==> config.mk <==
export PLATFORM = sky130hd
export DESIGN_NAME = character_range_set_lookup
export DESIGN_NICKNAME = d
export VERILOG_FILES = /design/src/hdl/crsl_pkg.sv /design/src/hdl/character_range_set_lookup.sv /design/src/hdl/crsl_store.sv /design/src/hdl/crsl_walk.sv
export VERILOG_INCLUDE_DIRS = /design/src /design/src/hdl
export SDC_FILE = /design/constraint.sdc
export NUM_CORES = 2
export LEC_CHECK = 0
export CAP_MARGIN = 20
export CORE_ASPECT_RATIO = 1.75
export CORE_MARGIN = 1.5
export CORE_UTILIZATION = 57
export DETAILED_ROUTE_END_ITERATION = 8
export DONT_BUFFER_PORTS = 1
export PLACE_DENSITY = 0.72
export SYNTH_ARGS = -nofsm -noshare
export SYNTH_HDL_FRONTEND = slang
export SYNTH_SLANG_ARGS = --single-unit
==> constraint.sdc <==
create_clock -name clk -period 5.8 [get_ports clk]
set_clock_uncertainty 0.2 [all_clocks]
set_input_delay 1.16 -clock clk [delete_from_list [all_inputs] [get_ports clk]]
set_output_delay 1.16 -clock clk [all_outputs]
set_load 0.05 [all_outputs]
==> src/hdl/assert_macros.svh <==
// assertion helpers for the rtl
`ifndef ASSERT_MACROS_SVH
`define ASSERT_MACROS_SVH

// checked on every clock edge outside reset
`define ASSERT_SYNC(label, clk, rst, prop) \
  label: assert property (@(posedge clk) disable iff (rst) prop) \
    else $error("assertion failed");

// checked on every clock edge, reset included
`define ASSERT_ALWAYS(label, clk, prop) \
  label: assert property (@(posedge clk) prop) \
    else $error("assertion failed");

`endif

==> src/hdl/crsl_pkg.sv <==
package crsl_pkg;

  // request opcodes
  localparam logic [1:0] OP_WRITE  = 2'd0;
  localparam logic [1:0] OP_MEMBER = 2'd1;
  localparam logic [1:0] OP_NTH    = 2'd2;

  // configuration register addresses
  localparam logic [1:0] ADDR_RANGE_COUNT = 2'd0;

  localparam int CP_W = 31;

  // one stored range
  typedef struct packed {
    logic [CP_W-1:0] high;
    logic [CP_W-1:0] low;
  } range_t;

  // sequencer to walker control
  typedef struct packed {
    logic clear;
    logic step;
    logic first;
  } walk_ctl_t;

endpackage

==> src/hdl/character_range_set_lookup.sv <==
// character range set lookup: range table with membership and nth queries
// the walk reads n = min(range_count, MAX_RANGES) entries from the range memory,
//   one entry read per cycle through its single read port; a new request is taken only
//   once the walk for the previous one has ended with its result
// reset: synchronous; clears range_count and the sequencer, table contents stay undefined
// done marks each result for one cycle; the receiver cannot stall
`include "assert_macros.svh"

module character_range_set_lookup #(
  parameter int MAX_RANGES = 64
) (
  input  logic                       clk,
  input  logic                       rst,
  // configuration
  input  logic                       psel,
  input  logic                       penable,
  input  logic                       pwrite,
  input  logic [1:0]                 paddr,
  input  logic [31:0]                pwdata,
  output logic [31:0]                prdata,
  output logic                       pready,
  // request
  input  logic                       start,
  output logic                       busy,
  input  logic [1:0]                 op,
  input  logic [5:0]                 entry_index,
  input  logic [crsl_pkg::CP_W-1:0]  range_low,
  input  logic [crsl_pkg::CP_W-1:0]  range_high,
  input  logic [crsl_pkg::CP_W-1:0]  code_point,
  input  logic [crsl_pkg::CP_W-1:0]  ordinal,
  // result
  output logic                       done,
  output logic                       hit,
  output logic                       nth_found,
  output logic [crsl_pkg::CP_W-1:0]  nth_value,
  output logic [31:0]                set_size,
  output logic                       table_valid
);

  localparam int AW = (MAX_RANGES > 1) ? $clog2(MAX_RANGES) : 1;
  localparam int CW = $clog2(MAX_RANGES + 1);

  localparam logic [1:0] ST_IDLE = 2'd0;
  localparam logic [1:0] ST_WALK = 2'd1;
  localparam logic [1:0] ST_DONE = 2'd2;

  logic [6:0]               range_count;
  logic [1:0]               state;
  logic [1:0]               state_next;
  logic [CW-1:0]            active;
  logic [CW-1:0]            issue_cnt;
  logic                     rd_pend;
  logic                     rd_first;
  logic                     accept;
  logic                     rd_en;
  logic                     wr_en;
  crsl_pkg::range_t         wr_data;
  crsl_pkg::range_t         rd_data;
  crsl_pkg::walk_ctl_t      ctl;

  // configuration port
  assign pready = 1'b1;
  assign prdata = (paddr == crsl_pkg::ADDR_RANGE_COUNT) ? {25'd0, range_count} : 32'd0;

  always_ff @(posedge clk) begin
    if (rst) begin
      range_count <= '0;
    end else if (psel && penable && pwrite && pready) begin
      range_count <= pwdata[6:0];
    end
  end

  // request handshake and table write
  assign busy    = (state != ST_IDLE);
  assign accept  = start && !busy;
  assign wr_en   = accept && (op == crsl_pkg::OP_WRITE) && (32'(entry_index) < MAX_RANGES);
  assign wr_data = '{high: range_high, low: range_low};

  // walk issues one read per cycle
  assign rd_en = (state == ST_WALK) && (issue_cnt < active);

  always_comb begin
    state_next = state;
    case (state)
      ST_IDLE: begin
        if (accept) begin
          state_next = ST_WALK;
        end
      end
      ST_WALK: begin
        if (!rd_en && !rd_pend) begin
          state_next = ST_DONE;
        end
      end
      ST_DONE: begin
        state_next = ST_IDLE;
      end
      default: begin
        state_next = ST_IDLE;
      end
    endcase
  end

  always_ff @(posedge clk) begin
    if (rst) begin
      state     <= ST_IDLE;
      issue_cnt <= '0;
      rd_pend   <= 1'b0;
      rd_first  <= 1'b0;
      active    <= '0;
    end else begin
      state    <= state_next;
      rd_pend  <= rd_en;
      rd_first <= rd_en && (issue_cnt == '0);
      if (accept) begin
        issue_cnt <= '0;
        active    <= (32'(range_count) > MAX_RANGES) ? CW'(MAX_RANGES) : CW'(range_count);
      end else if (rd_en) begin
        issue_cnt <= issue_cnt + CW'(1);
      end
    end
  end

  assign done = (state == ST_DONE);

  assign ctl = '{clear: accept, step: rd_pend, first: rd_first};

  crsl_store #(
    .DEPTH (MAX_RANGES),
    .AW    (AW)
  ) u_store (
    .clk     (clk),
    .wr_en   (wr_en),
    .wr_addr (AW'(entry_index)),
    .wr_data (wr_data),
    .rd_en   (rd_en),
    .rd_addr (issue_cnt[AW-1:0]),
    .rd_data (rd_data)
  );

  crsl_walk u_walk (
    .clk         (clk),
    .ctl         (ctl),
    .op          (op),
    .code_point  (code_point),
    .ordinal     (ordinal),
    .entry       (rd_data),
    .hit         (hit),
    .nth_found   (nth_found),
    .nth_value   (nth_value),
    .set_size    (set_size),
    .table_valid (table_valid)
  );

  // a result strobe frees the block for the next request
  `ASSERT_SYNC(a_done_frees, clk, rst, done |=> !busy)
  // an accepted request is never dropped before the walk
  `ASSERT_SYNC(a_accept_walks, clk, rst, accept |=> (state == ST_WALK))
  // reads never run past the active range count
  `ASSERT_SYNC(a_rd_bound, clk, rst, rd_en |=> (issue_cnt <= active))
  // reset leaves the sequencer idle
  `ASSERT_ALWAYS(a_rst_idle, clk, rst |=> (!busy && !done))

endmodule

==> src/hdl/crsl_store.sv <==
module crsl_store #(
  parameter int DEPTH = 64,
  parameter int AW    = 6
) (
  input  logic                 clk,
  input  logic                 wr_en,
  input  logic [AW-1:0]        wr_addr,
  input  crsl_pkg::range_t     wr_data,
  input  logic                 rd_en,
  input  logic [AW-1:0]        rd_addr,
  output crsl_pkg::range_t     rd_data
);

  crsl_pkg::range_t mem [DEPTH];

  // single write port
  always_ff @(posedge clk) begin
    if (wr_en) begin
      mem[wr_addr] <= wr_data;
    end
  end

  // registered read port
  always_ff @(posedge clk) begin
    if (rd_en) begin
      rd_data <= mem[rd_addr];
    end
  end

endmodule

==> src/hdl/crsl_walk.sv <==
module crsl_walk (
  input  logic                       clk,
  input  crsl_pkg::walk_ctl_t        ctl,
  input  logic [1:0]                 op,
  input  logic [crsl_pkg::CP_W-1:0]  code_point,
  input  logic [crsl_pkg::CP_W-1:0]  ordinal,
  input  crsl_pkg::range_t           entry,
  output logic                       hit,
  output logic                       nth_found,
  output logic [crsl_pkg::CP_W-1:0]  nth_value,
  output logic [31:0]                set_size,
  output logic                       table_valid
);

  logic [1:0]                 op_q;
  logic [crsl_pkg::CP_W-1:0]  cp_q;
  logic [31:0]                rest;
  logic [crsl_pkg::CP_W-1:0]  prev_high;

  logic                       nonempty;
  logic [31:0]                span;
  logic [32:0]                sum;
  logic [31:0]                limit;
  logic                       in_range;
  logic                       take;

  // per-entry terms
  always_comb begin
    nonempty = entry.low <= entry.high;
    span     = {1'b0, entry.high} - {1'b0, entry.low} + 32'd1;
    sum      = {1'b0, set_size} + {1'b0, span};
    limit    = {1'b0, prev_high} + 32'd1;
    in_range = (entry.low <= cp_q) && (cp_q <= entry.high);
    take     = (op_q == crsl_pkg::OP_NTH) && !nth_found && nonempty;
  end

  // accumulate over the walk
  always_ff @(posedge clk) begin
    if (ctl.clear) begin
      op_q        <= op;
      cp_q        <= code_point;
      rest        <= {1'b0, ordinal};
      hit         <= 1'b0;
      nth_found   <= 1'b0;
      nth_value   <= '0;
      set_size    <= '0;
      table_valid <= 1'b1;
    end else if (ctl.step) begin
      prev_high <= entry.high;
      // saturating cardinality
      if (nonempty) begin
        set_size <= sum[32] ? 32'hFFFF_FFFF : sum[31:0];
      end
      // well formed, sorted, non-adjacent
      if (!nonempty || (!ctl.first && ({1'b0, entry.low} <= limit))) begin
        table_valid <= 1'b0;
      end
      if (op_q == crsl_pkg::OP_MEMBER && in_range) begin
        hit <= 1'b1;
      end
      // ordinal walk
      if (take) begin
        if (rest < span) begin
          nth_found <= 1'b1;
          nth_value <= entry.low + rest[crsl_pkg::CP_W-1:0];
        end else begin
          rest <= rest - span;
        end
      end
    end
  end

endmodule

Yosys cells after proc, flatten, opt, wreduce, memory -nomap -nowiden
Memories as Yosys holds them, arrays and structs flattened. A register that Yosys moved wholly into a read port is not among the register bits.
Cells that the tools add are included.
{"block": "word_totals", "ff_bits": 187, "ram_bits": 3968, "in_bits": 172, "output_inout_bits": 101, "wordCells": 87, "mem_count": 1}
{"block": "op_classes", "add_sub_neg": 7, "magnitude_cmp": 7, "eq_ne": 7, "mux": 12, "bitwise_logic": 2, "reduce_logical": 35}
{"memory": "u_store.mem", "depth": 64, "width": 62, "rd": 1, "rd_ports_with_merged_regs": 1, "write_ports": 1, "line_no": "crsl_store.sv:14", "source": "crsl_pkg::range_t mem [DEPTH];"}
{"operator": "2-to-1 mux 31 bit", "count": 4}
{"operator": "<= comparator 31 bit", "count": 3}
{"operator": "adder 32 x 32 -> 33 bit", "count": 1}
{"operator": "adder 31 x 1 -> 32 bit, second input constant", "count": 1}
{"operator": "adder 32 x 1 -> 32 bit, second input constant", "count": 1}
{"operator": "<= comparator 31 x 32 -> 1 bit", "count": 1}
{"operator": "less-than comparator 32 bit", "count": 1}
{"operator": "2-to-1 mux 32 bit", "count": 1}
{"operator": "subtractor 31 x 31 -> 32 bit", "count": 1}
{"operator": "subtractor 32 bit", "count": 1}
{"operator": "adder 31 bit", "count": 1}
{"operator": "2-to-1 mux 7 bit", "count": 2}
{"operator": "logical AND 1 bit", "count": 12}
{"operator": "AND reduction 2 bit", "count": 5}
{"operator": "AND reduction 3 bit", "count": 3}
{"operator": "adder 7 x 1 -> 7 bit, second input constant", "count": 1}
{"operator": "greater-than comparator 7 bit, second input constant", "count": 1}
{"operator": "logical NOT 7 bit", "count": 1}
{"operator": "less-than comparator 7 bit", "count": 1}
{"operator": "logical NOT 1 bit", "count": 6}
{"operator": "logical NOT 2 bit", "count": 3}
{"operator": "nonzero test 2 bit", "count": 3}
{"operator": "== test 2 x 1 -> 1 bit, second input constant", "count": 2}
{"operator": "== test 2 bit, second input constant", "count": 2}
{"operator": "8 further kinds", "count": 12}

Logic depth before layout (Yosys ltp)
{"block": "logic_depth", "word_depth": 7, "ltp_mapped": 29}

Hierarchy
Synthesis repeated with hierarchy kept, for this count alone.
{"block": "hier_totals", "hier_cells": 8678, "area_unflattened_um2": 170008.1}
{"mod": "crsl_store", "n_inst": 1, "cells_each": 6650, "area_per_inst_um2": 152387.4}
{"mod": "crsl_walk", "n_inst": 1, "cells_each": 1858, "area_per_inst_um2": 16135.5}
{"mod": "character_range_set_lookup", "n_inst": 1, "cells_each": 170, "area_per_inst_um2": 1485.2}

Least setup slack after synthesis
Ideal clock, no wire load.
{"block": "synth_path", "path_type": "reg-to-reg", "start": "reg, netlist name u_store.rd_data[1]", "end": "reg u_walk.rest[0] (enable)", "setup_ps": 327, "t_arrival_ps": 5055, "slack_ps": 218, "path_stages_with_launch": 26, "path_buffers": 1, "synth_period_minus_slack_ps": 5582, "path_cell_list": "edfxtp_1 ha_1 inv_1 ha_1 inv_1 fa_1 o21ai_0 o211a_1 a31o_1 nand2_1 a21oi_1 o21ai_0 nand2b_1 a21bo_2 xnor2_1 ha_1 buf_2 a21o_1 a21o_1 a221oi_1 o21ai_1 a21oi_1 nor3_1 a21oi_2 and4b_1 or2_2"}
{"block": "synth_between", "elab_chain_cells": 5}
{"element": "subtractor 31 x 31 -> 32 bit", "line_no": "crsl_walk.sv:30", "source": "span = {1'b0, entry.high} - {1'b0, entry.low} + 32'd1;"}
{"element": "adder 32 x 1 -> 32 bit", "line_no": "crsl_walk.sv:30"}
{"element": "less-than comparator 32 bit", "line_no": "crsl_walk.sv:63", "source": "if (rest < span) begin"}
{"element": "inequality test 2 bit (no source line)"}
{"element": "AND reduction 3 bit (no source line) (*)"}
{"element": "end signal, assigned", "line_no": "crsl_walk.sv:42", "source": "rest <= {1'b0, ordinal};"}
{"element": "end signal, assigned", "line_no": "crsl_walk.sv:67", "source": "rest <= rest - span;"}
{"element": "end, declared", "line_no": "crsl_walk.sv:17", "source": "logic [31:0] rest;"}
Every way passes the cells marked *; elsewhere a longest branch is shown, timed or not.
A chain may end at the register's enable or synchronous reset.

Final worst setup path
{"block": "layout_path", "start": "reg, netlist name u_store.rd_data[1]", "end": "reg u_walk.rest[24] (enable)"}
{"block": "layout_between", "elab_chain_cells": 5}
{"element": "subtractor 31 x 31 -> 32 bit", "line_no": "crsl_walk.sv:30"}
{"element": "adder 32 x 1 -> 32 bit", "line_no": "crsl_walk.sv:30"}
{"element": "less-than comparator 32 bit", "line_no": "crsl_walk.sv:63"}
{"element": "inequality test 2 bit (no source line)"}
{"element": "AND reduction 3 bit (no source line) (*)"}
Marked as above.

==> impl_metrics.yaml <==
power_and_ir_drop:
  p_total_mw: 59.6
  power.density_mw_per_mm2: 314
  ir_worst_vdd_v: 0.000268
  leakage_nw: 59.3
timing:
  slew_headroom_pct: 22.8
  fin_crit_sh_pct: 98.8
  grt_setup_unrepaired: "true"
  worst_slew_pin_slew_ps: 1150
  fmax_mhz: 175
  finalHoldViolations: 0
  drv_slew: 0
  finalCriticalPeriod_ps: 5730
  setup_tns_ps: 0
  setup_viol: 0
detailed_routing:
  viasPerCell: 6.86
  wl_per_cell_um: 37.6
  drt_iter0_markers: 11203
  firstDrtPassIters: 5
  ant_nets: 1
  drc_errors: 0
  num_vias: 86721
  wl_mm: 475
floorplanning:
  start_util_pct: 57.3
  die_y_um: 724
  die_area_mm2: 0.300
  num_rows: 264
  core-area_mm2: 0.295
  die_x_um: 415
  pin_count: 273
clock_network:
  numCtsBuffers: 362
  root_buffer: "clkbuf_16"
  cts.clk_slew.worst_paths_ps: 70
  clock_latency_ps: 930
  cts.htree.levels: 5
  clockBufferDepth: 4
  tritoncts: "built"
  clkSinkCount: 4217
global_route:
  grt_max_degree: 104
  grt_pass1_vias: 88102
  grtUsageTotal_pct: 31.5
  antenna_found_initial: 18
  grt_pass1_wl_mm: 659
  overflow: 0
synthesis:
  yosysUniqueCellTypes: 83
  yosys-mux-area-fraction_pct: 16.5
  synth_xor_area_share_pct: 0.782
  yosysTopAreaCell: "edfxtp_1"
  yosysWarnings: 0
  synth_edf_count: 4125
  syn_area_mm2: 0.169
  synth_commonest_cells: "edfxtp_1, mux4_2, ha_1"
  syn-instance-count: 7987
  synth-compound-area-share_pct: 2.82
  synth.area.top_cells: "edfxtp_1, mux4_2, ha_1"
  synthFlopType: "edfxtp_1"
  ys_ff_latch: 4217
  ys_seq_area_share_pct: 74.3
  synthSimpleGateAreaFrac_pct: 1.92
  synth_top_family_by_area: "multiplexers"
  synth_fa_ha_area_share_pct: 2.17
  syn_area_per_cell_um2: 21.2
  synthArstFlopShare_pct: 0
  synth_most_common_cell: "edfxtp_1"
  synth.top_cell.area_share_pct: 73.2
worst_hold_path:
  hold_depth: 1
  min_from: "rst"
  whs_endpoint: "state[0]"
  hold_class: "in -> reg"
place:
  placed_cells: 11936
  dp_hpwl_mm: 268
  place.gp.congestion: 0.963
  post_dp_cell_area_mm2: 0.178
  port_buffers: 0
final_layout:
  fin_cells: 12635
  area_growth_syn_to_layout_pct: 12.4
  final_area_mm2: 0.190
  drive_above_1_share_pct: 27.0
  nets: 8928
  nFillCells: 19010
worst_setup_path:
  rr_endpoint: "u_walk.rest[24]"
  r2r_setup_slack_ps: 70
  timing.rr.start: "u_store.rd_data[1]"
  rr_worst_depth: 25
  critPathLaunchType: "flip-flop"
  crit_required_ps: 6250
  cp_max_fo: 7
  worstSetupPathType: "reg -> reg"
  cp.arrival_ps: 6180
  cp-end-kind: "flip-flop"
status:
  violations: "antenna rules"
  outcome: "finished, violations left"
job:
  max_cap_viol_count: 0
[worst max-delay path by stage]
stage / start / to / slack (ps) / cells past startpoint
2_1_floorplan: u_store.rd_data[1] / u_walk.rest[0] / 220 / 25
6_report: u_store.rd_data[1] / u_walk.rest[24] / 70 / 25
3_3_place_gp: u_store.rd_data[1] / u_walk.rest[0] / -420 / 26
5_1_grt: u_store.rd_data[1] / u_walk.rest[18] / -90 / 26
4_1_cts: u_store.rd_data[1] / u_walk.rest[4] / 0.9 / 25
3_5_place_dp: u_store.rd_data[32] / u_walk.rest[1] / -380 / 26
[routing by layer]
layer	vias up	share of wire (%)	GRT usage (%)	wire length, um
met4	8	6.6	17.5	31300
met5	-	0.012	0	55
met1	45840	32	36.4	153000
met2	5336	52	55.5	247000
li1	34242	-	-	-
met3	1295	9.1	5.92	43200
[through the flow]
step	setup WS, ps	hold WS (ps)	utilization, %
after global routing	-87.4	112	64.4
after CTS	0.896	68.0	64.2
after floorplan	218	226	-
after detailed placement	-383	246	60.3
final	70.9	127	64.4
after global placement	-417	241	60.3
[report_power, final]
part,internal [mW],leakage [nW],switching (mW)
Sequential,33.5,37.9,0.109
Clock,13.2,5.62,11.0
Combinational,0.791,15.9,1.03
[logic make-up after synthesis]
logic type                 after synthesis
DFF                                   4217
muxes                                 1287
AOI/OAI and AO/OA                      752
and+or+nand+nor                        702
buffers and inverters                  584
adders and majority gates              292
xor gates and xnor gates               151
other                                    2
[timing repair]
item                       CTS  global route
setup endpoints to repair   68           103
buffers inserted             4            18
cloned                       0             4
hold buffers                 0             0
resized for setup           15            54
pin swaps                    7            43
[flip-flops by register name, indices dropped and copies added, names as in the netlist]
name / count
u_store.mem: 3968
u_store.rd_data: 62
u_walk.rest: 32
u_walk.set_size: 32
u_walk.cp_q: 31
u_walk.nth_value: 31
u_walk.prev_high: 31
active: 7
issue_cnt: 7
range_count: 7
state: 2
u_walk.op_q: 2
rd_first: 1
rd_pend: 1
u_walk.hit: 1
u_walk.nth_found: 1
u_walk.table_valid: 1
[critical path: stages, from the launching register on]
cell and delay, ps:
edfxtp_1 440, ha_4 320, inv_4 40, ha_4 160
buf_6 110, nand2_2 60, o211ai_1 150, a311oi_2 320
buf_4 220, o311ai_4 140, a211oi_4 380, o31ai_4 100
a21o_1 180, a21o_1 180, a311o_2 400, xnor2_2 140
ha_1 310, o21a_1 180, nor2_2 140, nor2_2 70
o2bb2ai_1 130, a21oi_2 190, buf_4 140, and4b_1 190
or2_4 340, clkbuf_16 200
[placed cells by master, fill, tap and decap left out, types with 64 or more instances in the layout]
master,count
clkbuf_1,66
nor2_1,138
mux4_2,1202
clkbuf_16,372
a21o_1,86
nand2_1,226
xnor2_1,77
o21ai_0,135
dfxtp_1,86
edfxtp_1,4125
clkinv_1,76
xor2_1,71
ha_1,277
nor2_4,64
a21oi_1,227
inv_1,174
mux2i_1,82
buf_4,360
buf_12,128
[area by class of cell]
cell class / instances / area (um2) / share of cell area, %
diodes: 22 / 55.1 / 0.0290
well taps: 3857 / 4830 / 2.54
clock inverters: 217 / 2060 / 1.08
clock buffers: 435 / 9480 / 4.99
multi-input cells: 3210 / 41900 / 22.0
inverters: 182 / 692 / 0.364
flip-flops and latches: 4217 / 126000 / 66.1
repair buffers: 495 / 5390 / 2.83
Power figures use the tool's default switching activity.
